File: config.mk
export PLATFORM = sky130hd
export DESIGN_NAME = periodic_poll_scheduler_flat
export DESIGN_NICKNAME = d
export VERILOG_FILES = /design/src/rtl/core/pps_pkg.sv /design/src/rtl/core/pps_if.sv /design/src/rtl/core/pps_cell.sv /design/src/rtl/core/pps_gcd.sv /design/src/rtl/core/periodic_poll_scheduler.sv /design/src/flat_wrapper.sv
export SDC_FILE = /design/constraint.sdc
export NUM_CORES = 2
export LEC_CHECK = 0
export BUFFER_PORTS_ARGS = -buffer_cell sky130_fd_sc_hd__buf_2
export CAP_MARGIN = 20
export CORE_MARGIN = 2
export CORE_UTILIZATION = 45
export DETAILED_ROUTE_END_ITERATION = 8
export GPL_TIMING_DRIVEN = 1
export PLACE_DENSITY_LB_ADDON = 0.25
export SLEW_MARGIN = 20
export SYNTH_ARGS = -nofsm -noshare
export SYNTH_HDL_FRONTEND = slang
export SYNTH_HIERARCHICAL = 1
export SYNTH_SLANG_ARGS = --single-unit
File: constraint.sdc
create_clock -name clk -period 8.3 [get_ports clk]
set_input_delay 0.415 -clock clk [delete_from_list [all_inputs] [get_ports clk]]
set_output_delay 0.415 -clock clk [all_outputs]
set_load 0.1 [all_outputs]
File: src/rtl/core/pps_pkg.sv
// Shared types and constants of the periodic poll scheduler.
package pps_pkg;
  localparam int NumSlots   = 16;
  localparam int PeriodBits = 16;
  localparam int SlotBits   = $clog2(NumSlots);
  localparam int AccBits    = 32;
  localparam logic [AccBits-1:0] AccMax = '1;

  localparam logic [1:0] ReqAdd    = 2'd0;
  localparam logic [1:0] ReqRemove = 2'd1;
  localparam logic [1:0] ReqTick   = 2'd2;

  // Command broadcast from the sequencer to every cell.
  typedef struct packed {
    logic                  add_en;
    logic                  rem_en;
    logic [SlotBits-1:0]   sel;
    logic [PeriodBits-1:0] period;
  } cell_cmd_t;
endpackage

File: src/rtl/core/pps_if.sv
// Valid/ready channel interfaces of the periodic poll scheduler.
interface pps_req_if;
  logic        valid;
  logic        ready;
  logic [1:0]  req_type;
  logic [3:0]  slot;
  logic [15:0] period;
  logic [15:0] elapsed_ms;
  modport source (output valid, req_type, slot, period, elapsed_ms, input ready);
  modport sink   (input valid, req_type, slot, period, elapsed_ms, output ready);
endinterface

interface pps_res_if;
  logic        valid;
  logic        ready;
  logic        fired;
  logic [3:0]  due_slot;
  logic [15:0] base_period;
  logic        last;
  modport source (output valid, fired, due_slot, base_period, last, input ready);
  modport sink   (input valid, fired, due_slot, base_period, last, output ready);
endinterface

interface pps_cfg_if;
  logic        valid;
  logic        ready;
  logic [15:0] data;
  modport source (output valid, data, input ready);
  modport sink   (input valid, data, output ready);
endinterface

File: src/rtl/core/pps_cell.sv
// One slot cell: holds a slot's state and answers for it when selected.
module pps_cell (
  input  logic                                clk,
  input  logic                                rst,
  input  logic [pps_pkg::SlotBits-1:0]        my_idx,
  input  pps_pkg::cell_cmd_t                  cmd,
  input  logic                                step,
  input  logic [pps_pkg::SlotBits-1:0]        step_idx,
  input  logic [pps_pkg::AccBits-1:0]         pend,
  output logic                                used,
  output logic                                fire,
  output logic [pps_pkg::PeriodBits-1:0]      period_out
);
  logic [pps_pkg::PeriodBits-1:0] period;
  logic [pps_pkg::AccBits-1:0]    accum;
  logic [pps_pkg::AccBits:0]      sum;
  logic [pps_pkg::AccBits-1:0]    acc_sat;
  logic                           hit;

  // Saturating accumulate and due check for this slot.
  assign sum     = {1'b0, accum} + {1'b0, pend};
  assign acc_sat = sum[pps_pkg::AccBits] ? pps_pkg::AccMax : sum[pps_pkg::AccBits-1:0];
  assign hit     = step && (step_idx == my_idx) && used;
  assign fire    = hit && (acc_sat >= {{(pps_pkg::AccBits-pps_pkg::PeriodBits){1'b0}}, period});
  assign period_out = period;

  // Used bit resets; payload is written by add.
  always_ff @(posedge clk) begin
    if (rst) begin
      used <= 1'b0;
    end else if (cmd.add_en && cmd.sel == my_idx) begin
      used <= 1'b1;
    end else if (cmd.rem_en && cmd.sel == my_idx) begin
      used <= 1'b0;
    end
  end

  always_ff @(posedge clk) begin
    if (cmd.add_en && cmd.sel == my_idx) begin
      period <= cmd.period;
      accum  <= '0;
    end else if (hit) begin
      accum <= fire ? '0 : acc_sat;
    end
  end
endmodule

File: src/rtl/core/pps_gcd.sv
// Iterative GCD unit: one subtract-or-swap step per cycle while busy.
module pps_gcd (
  input  logic                           clk,
  input  logic                           rst,
  input  logic                           start,
  input  logic [pps_pkg::PeriodBits-1:0] a_in,
  input  logic [pps_pkg::PeriodBits-1:0] b_in,
  output logic                           done,
  output logic [pps_pkg::PeriodBits-1:0] result
);
  logic [pps_pkg::PeriodBits-1:0] a;
  logic [pps_pkg::PeriodBits-1:0] b;
  logic                           busy;

  // Euclid by subtraction; gcd(a,0)=a.
  always_ff @(posedge clk) begin
    if (rst) begin
      busy <= 1'b0;
      done <= 1'b0;
    end else begin
      done <= 1'b0;
      if (start) begin
        a    <= a_in;
        b    <= b_in;
        busy <= 1'b1;
      end else if (busy) begin
        if (b == '0) begin
          busy   <= 1'b0;
          done   <= 1'b1;
          result <= a;
        end else if (a < b) begin
          a <= b;
          b <= a;
        end else begin
          a <= a - b;
        end
      end
    end
  end
endmodule

File: src/rtl/core/periodic_poll_scheduler.sv
// Top level of the periodic poll scheduler.
// Usage: requests enter on req (add, remove, tick); results leave on res;
// the initial_period register is written through cfg while idle.
// Each add or remove gives one acknowledgement word with last set. A remove
// is acknowledged by a word loaded from the ACK state once the result
// register is free. An add first scans the sixteen slot cells, one cell per
// cycle unless a GCD is pending; each used cell after the first starts the
// subtractive GCD unit and the scan waits in GCD_WAIT until it is done, so
// the length of an add depends on the periods. Its acknowledgement is sent
// from the ACK state after the scan.
// A tick adds elapsed time to a pending counter; once it reaches the base
// period the sequencer walks the cells in order, one cell per cycle while the
// receiver keeps up. Due words are held one firing behind so the last flag
// can be set; the final one leaves from the flush state.
// One item is processed at a time; req is ready only when the sequencer
// idles and no result word waits.
// A stalled receiver holds the walk at the current cell until the word is taken.
// Synchronous reset clears all used bits, the base period and pending time,
// and sets initial_period to 100; no clearing pass is needed.
module periodic_poll_scheduler (
  input logic clk,
  input logic rst,
  pps_req_if.sink   req,
  pps_res_if.source res,
  pps_cfg_if.sink   cfg
);
  typedef enum logic [2:0] {S_IDLE, S_GCD_SCAN, S_GCD_WAIT, S_WALK, S_ACK, S_FLUSH} state_t;
  localparam int SB = pps_pkg::SlotBits;
  localparam int PB = pps_pkg::PeriodBits;
  localparam int AB = pps_pkg::AccBits;

  state_t                state;
  logic [15:0]           init_period;
  logic                  base_valid;
  logic [PB-1:0]         base_gcd;
  logic [AB-1:0]         pending;
  logic [SB-1:0]         idx;
  logic [PB-1:0]         g;
  logic                  g_first;
  logic                  any_fire;
  logic [SB-1:0]         last_fire;

  logic [pps_pkg::NumSlots-1:0] used;
  logic [pps_pkg::NumSlots-1:0] fire;
  logic [PB-1:0]         per [pps_pkg::NumSlots];
  pps_pkg::cell_cmd_t    cmd;
  logic                  step;
  logic                  gstart;
  logic                  gdone;
  logic [PB-1:0]         gres;
  logic [AB:0]           psum;
  logic [AB-1:0]         pend_new;
  logic [15:0]           cur_base;
  logic                  acc;
  logic                  emit;
  logic                  emit_fired;
  logic [SB-1:0]         emit_slot;
  logic                  emit_last;

  assign cfg.ready = (state == S_IDLE);
  assign req.ready = (state == S_IDLE) && !res.valid;
  assign acc       = req.valid && req.ready;
  assign cur_base  = base_valid ? base_gcd : init_period;
  assign psum      = {1'b0, pending} + {{(AB-15){1'b0}}, req.elapsed_ms};
  assign pend_new  = psum[AB] ? pps_pkg::AccMax : psum[AB-1:0];

  // Commands broadcast to the cells on an accepted add or remove.
  always_comb begin
    cmd.add_en = acc && req.req_type == pps_pkg::ReqAdd;
    cmd.rem_en = acc && req.req_type == pps_pkg::ReqRemove;
    cmd.sel    = req.slot;
    cmd.period = req.period;
  end

  // Walk steps advance unless a due word waits for the receiver.
  assign step = (state == S_WALK) && !(res.valid && !res.ready);

  // Word to load into the result register in this cycle, if any.
  always_comb begin
    emit       = 1'b0;
    emit_fired = 1'b0;
    emit_slot  = '0;
    emit_last  = 1'b0;
    unique case (state)
      S_ACK: begin
        emit      = !res.valid || res.ready;
        emit_last = 1'b1;
      end
      S_WALK: begin
        emit       = step && fire[idx] && any_fire;
        emit_fired = 1'b1;
        emit_slot  = last_fire;
      end
      S_FLUSH: begin
        emit       = !res.valid || res.ready;
        emit_fired = 1'b1;
        emit_slot  = last_fire;
        emit_last  = 1'b1;
      end
      default: ;
    endcase
  end

  for (genvar i = 0; i < pps_pkg::NumSlots; i++) begin : g_cell
    pps_cell u_cell (
      .clk(clk), .rst(rst), .my_idx(SB'(i)), .cmd(cmd), .step(step),
      .step_idx(idx), .pend(pending), .used(used[i]), .fire(fire[i]),
      .period_out(per[i])
    );
  end

  pps_gcd u_gcd (
    .clk(clk), .rst(rst), .start(gstart), .a_in(g), .b_in(per[idx]),
    .done(gdone), .result(gres)
  );
  assign gstart = (state == S_GCD_SCAN) && used[idx] && !g_first;

  // Sequencer; fired words are held one firing behind to place the last flag.
  always_ff @(posedge clk) begin
    if (rst) begin
      state       <= S_IDLE;
      init_period <= 16'd100;
      base_valid  <= 1'b0;
      base_gcd    <= '0;
      pending     <= '0;
      res.valid   <= 1'b0;
      any_fire    <= 1'b0;
    end else begin
      if (emit) begin
        res.valid       <= 1'b1;
        res.fired       <= emit_fired;
        res.due_slot    <= 4'(emit_slot);
        res.base_period <= cur_base;
        res.last        <= emit_last;
      end else if (res.ready) begin
        res.valid <= 1'b0;
      end
      if (cfg.valid && cfg.ready) init_period <= cfg.data;
      unique case (state)
        S_IDLE: begin
          if (acc) begin
            unique case (req.req_type)
              pps_pkg::ReqAdd: begin
                if (32'(req.slot) < pps_pkg::NumSlots) begin
                  state   <= S_GCD_SCAN;
                  idx     <= '0;
                  g_first <= 1'b1;
                  g       <= '0;
                end else state <= S_ACK;
              end
              pps_pkg::ReqRemove: state <= S_ACK;
              pps_pkg::ReqTick: begin
                pending <= pend_new;
                if (pend_new >= {{(AB-16){1'b0}}, cur_base}) begin
                  state    <= S_WALK;
                  idx      <= '0;
                  any_fire <= 1'b0;
                end
              end
              default: ;
            endcase
          end
        end
        S_GCD_SCAN: begin
          if (used[idx] && !g_first) begin
            state <= S_GCD_WAIT;
          end else begin
            if (used[idx]) begin
              g       <= per[idx];
              g_first <= 1'b0;
            end
            if (idx == SB'(pps_pkg::NumSlots-1)) begin
              base_gcd   <= used[idx] && g_first ? per[idx] : g;
              base_valid <= 1'b1;
              state      <= S_ACK;
            end else idx <= idx + 1'b1;
          end
        end
        S_GCD_WAIT: begin
          if (gdone) begin
            g <= gres;
            if (idx == SB'(pps_pkg::NumSlots-1)) begin
              base_gcd   <= gres;
              base_valid <= 1'b1;
              state      <= S_ACK;
            end else begin
              idx   <= idx + 1'b1;
              state <= S_GCD_SCAN;
            end
          end
        end
        S_ACK: begin
          if (!res.valid || res.ready) state <= S_IDLE;
        end
        S_WALK: begin
          if (step) begin
            if (fire[idx]) begin
              any_fire  <= 1'b1;
              last_fire <= idx;
            end
            if (idx == SB'(pps_pkg::NumSlots-1)) begin
              pending <= '0;
              state   <= (any_fire || fire[idx]) ? S_FLUSH : S_IDLE;
            end else idx <= idx + 1'b1;
          end
        end
        // The held firing goes out as the final word of the walk.
        S_FLUSH: begin
          if (!res.valid || res.ready) state <= S_IDLE;
        end
        default: state <= S_IDLE;
      endcase
    end
  end

  // A result word stays valid and keeps its due slot while stalled.
  a_hold: assert property (@(posedge clk) disable iff (rst)
    res.valid && !res.ready |=> res.valid && $stable(res.due_slot))
    else $error("result changed while stalled");
  // No request is taken while a walk or GCD pass runs.
  a_idle: assert property (@(posedge clk) disable iff (rst)
    req.ready |-> state == S_IDLE)
    else $error("request taken while busy");
  // Acknowledgements always carry last set and due slot zero.
  a_ack: assert property (@(posedge clk) disable iff (rst)
    res.valid && !res.fired |-> res.last && res.due_slot == 4'd0)
    else $error("malformed acknowledgement");
endmodule

File: src/flat_wrapper.sv
// flat-port wrapper written by rule: the top's interface ports become plain ports
module periodic_poll_scheduler_flat 
  (clk, rst, req_valid, req_req_type, req_slot, req_period, req_elapsed_ms, req_ready, res_valid, res_fired, res_due_slot, res_base_period, res_last, res_ready, cfg_valid, cfg_data, cfg_ready);
  pps_req_if req_i ();
  pps_res_if res_i ();
  pps_cfg_if cfg_i ();
  input logic clk;
  input logic rst;
  input wire logic [$bits(req_i.valid)-1:0] req_valid;
  input wire logic [$bits(req_i.req_type)-1:0] req_req_type;
  input wire logic [$bits(req_i.slot)-1:0] req_slot;
  input wire logic [$bits(req_i.period)-1:0] req_period;
  input wire logic [$bits(req_i.elapsed_ms)-1:0] req_elapsed_ms;
  output wire logic [$bits(req_i.ready)-1:0] req_ready;
  output wire logic [$bits(res_i.valid)-1:0] res_valid;
  output wire logic [$bits(res_i.fired)-1:0] res_fired;
  output wire logic [$bits(res_i.due_slot)-1:0] res_due_slot;
  output wire logic [$bits(res_i.base_period)-1:0] res_base_period;
  output wire logic [$bits(res_i.last)-1:0] res_last;
  input wire logic [$bits(res_i.ready)-1:0] res_ready;
  input wire logic [$bits(cfg_i.valid)-1:0] cfg_valid;
  input wire logic [$bits(cfg_i.data)-1:0] cfg_data;
  output wire logic [$bits(cfg_i.ready)-1:0] cfg_ready;
  assign req_i.valid = req_valid;
  assign req_i.req_type = req_req_type;
  assign req_i.slot = req_slot;
  assign req_i.period = req_period;
  assign req_i.elapsed_ms = req_elapsed_ms;
  assign req_ready = req_i.ready;
  assign res_valid = res_i.valid;
  assign res_fired = res_i.fired;
  assign res_due_slot = res_i.due_slot;
  assign res_base_period = res_i.base_period;
  assign res_last = res_i.last;
  assign res_i.ready = res_ready;
  assign cfg_i.valid = cfg_valid;
  assign cfg_i.data = cfg_data;
  assign cfg_ready = cfg_i.ready;
  periodic_poll_scheduler u_core (.clk(clk), .rst(rst), .req(req_i), .res(res_i), .cfg(cfg_i));
endmodule
==> run metrics <==
run status=finished clean; Rows=153; total gr overflow=0; detailed-route via count=73700; Mapped Avg Cell Area=8.52 sq um; Via density=6.20; met3 wire length=26900 um; WP data arrival=8480 ps; Synth async-reset ratio=0%; slew margin rel.=19.1%; Tcrit/Tclk final=96.0%; most frequent cells in the layout=nand2_1 (1080), ha_1 (822), a21oi_1 (680), nor2_1 (679), inv_1 (588); CP Launch Type=flop; CP max FO=17; CP Capture Type=flop; crit-path max cell delay=850 ps; number of synthesized register bits=951; Die Y=422 um; initial antenna violation count=36; reg2reg path depth=26; Clock Path Buffers=3; Die Wd=422 um; Req. time, crit path=8810 ps; library cells used by synthesis=108; CTS Sinks=951; Min-Delay Path Class=input pin to flop; vias in the first global route=69100; MaxCap Viol Count=0; YS warnings=6; share of cells above drive strength 1=11.0%; sequential share of the synthesized area=28.7%; Total GRT Usage=33.1%; RSZ-0062 raised after global routing=false; largest net degree at the start of global routing=85; die area=178000 sq um; DR WL/cell=25.6 um; TNS Setup=0 ps; pre-CTS WS=323 ps; H-tree Lvls=3; Cells after Synth=9236; Iter 0 DRT Violations=7584; GPL Wtd Cong=1.02; static leakage=38.6 nW; Hold Path Stages=2; Fmax=125 MHz; area grow syn2layout=10.8%; Worst-Skew Late Latency=790 ps; hold_ws=67.5 ps; Slew Viols, Final=0; Worst Setup Slack, final=330 ps; maximum VDD drop=186 uV; most frequent CP cell=buf_4; Most used DFF post-synth=dfxtp_1; Post-route DRC=0; global-route wire length before repair=450000 um; Initial Util=45.3%; placed cell areas=82800 sq um; DP HPWL=236000 um; Num CTS Buffers=114; final hold violation count=0; Layout fillers=16600; most common cell after layout, fill and taps aside=nand2_1; ANT nets after route=0; Slowest-stage cell, CP=dfxtp_2; WL met2=132000 um; CTS clk-pin slew, worst paths=60 ps; Root Driver=clkbuf_16; Clock Skew=43.0 ps; synthesized area=78700 sq um; final wirelength=304000 um; Worst Max-Slew Pin Slew=1210 ps; CP Class=flop to flop; Layout Nets=10400; Met1 Wirelength=128000 um; Tmin final=7970 ps; power density over the cells=161 nW/um^2; core area=174000 sq um; CTS tree=yes; Post-synth EDFFs=351; final core utilization=50.1%; First-pass DRT Iterations=6; Ports=84; count of input and output buffers=83; Top Layer Used=met5; setup violators final=0; final instance area=87200 sq um
==> logic make-up (layout without fill, tap and decap cells) <==
family | Yosys count | after routing | synth area share (%)
adders and majority gates | 840 | 840 | 13.5
DFF | 951 | 951 | 28.7
buffers and inverters | 934 | 1124 | 5.17
and+or+nand+nor | 3212 | 3212 | 20.3
other | 2 | 144 | 0.00954
xor gates and xnor gates | 443 | 443 | 4.93
muxes | 224 | 224 | 4.33
AOI/OAI and AO/OA | 2630 | 2630 | 23.1
==> sequential cells by signal, indices dropped and copies added (netlist names), 3 cells and up <==
signal,count
u_core/g_cell.u_cell/accum,512
u_core/g_cell.u_cell/period_out,256
u_core/pending,32
u_core/base_gcd,16
u_core/g,16
u_core/g_cell.u_cell/used,16
u_core/init_period,16
u_core/res.base_period,16
u_core/u_gcd/a,16
u_core/u_gcd/b,16
u_core/u_gcd/result,16
u_core/idx,4
u_core/last_fire,4
u_core/res.due_slot,4
u_core/state,3
==> stage by stage <==
step | total power [mW] | std cells
global route | 14.5 | 11900
floorplan | 7.28 | 9366
detailed placement | 8.48 | 11700
global placement | 8.43 | 11700
finish | 14.0 | 11900
CTS | 14.0 | 11900
==> where the power goes <==
part           leakage (nW)  switching, mW  internal, mW
Sequential             8.02          0.134          4.95
Clock                  1.95           2.28          3.23
Combinational          28.6           2.27          1.13
Total                  38.6           4.68          9.31
==> metal layers <==
layer	vias up	global-route usage [%]
met3	688	7.08
li1	34300	-
met4	26	15.1
met2	3210	51.1
met5	-	0
met1	35400	44.0
==> synthesized netlist by cell type, types with 47 or more instances <==
cell type / n / share of area [%]
a211oi_1: 110 / 1.0
a21boi_0: 63 / 0.60
a21o_1: 192 / 1.8
a21oi_1: 681 / 4.3
a31oi_1: 56 / 0.45
and2_1: 390 / 3.1
and3_1: 77 / 0.61
and4_1: 53 / 0.59
buf_2: 78 / 0.50
buf_6: 47 / 0.67
clkbuf_1: 197 / 0.94
dfxtp_1: 600 / 15
edfxtp_1: 351 / 13
ha_1: 822 / 13
inv_1: 588 / 2.8
mux2i_1: 93 / 1.2
mux4_2: 89 / 2.5
nand2_1: 1080 / 5.2
nand2b_1: 66 / 0.52
nand3_1: 193 / 1.2
nand4_1: 158 / 1.3
nor2_1: 693 / 3.3
nor2b_1: 56 / 0.45
nor3_1: 143 / 0.91
nor4_1: 59 / 0.47
o211ai_1: 85 / 0.81
o21a_1: 102 / 0.97
o21ai_0: 498 / 3.2
o21ai_1: 54 / 0.34
o21ai_2: 121 / 1.3
o31ai_1: 56 / 0.53
or3_1: 48 / 0.38
xnor2_1: 201 / 2.2
xor2_1: 242 / 2.7
==> final cells by class <==
type                            count  area, sq um  area share (%)
Multi-Input combinational cell   7481        52800            60.6
Timing Repair Buffer              320         2570            2.95
Sequential cell                   951        22600            25.9
Inverter                          589         2210            2.54
Clock buffer                      139         3060            3.51
Tap cell                         2325         2910            3.34
Antenna cell                       12         30.0          0.0345
Clock inverter                     76         1000            1.15
==> timing repair <==
action,4_1_cts,5_1_grt
endpoints found under the hold margin,16,0
setup endpoints to repair,0,30
hold buffers,16,0
resized for setup,0,17
buffers inserted,0,0
==> worst max-delay path: cells and delay by family, from the launching register on <==
family	cells	cell delay (ps)
buffers and inverters	5	1010
AND/OR/NAND/NOR	8	1970
flip-flops	1	850
AO/OA/AOI/OAI	9	2180
multiplexers	2	1160
adder cells (fa/ha/maj)	2	490
==> final timing paths <==
check,to,start,slack (ps)
max,u_core/res.base_period[5],u_core/pending[29],330
min,u_core/base_gcd[1],rst,70
max reg2reg,u_core/res.base_period[5],u_core/pending[29],330
min reg2reg,u_core/last_fire[0],u_core/idx[0],450
No activity file was read; power rests on OpenSTA's default activity.
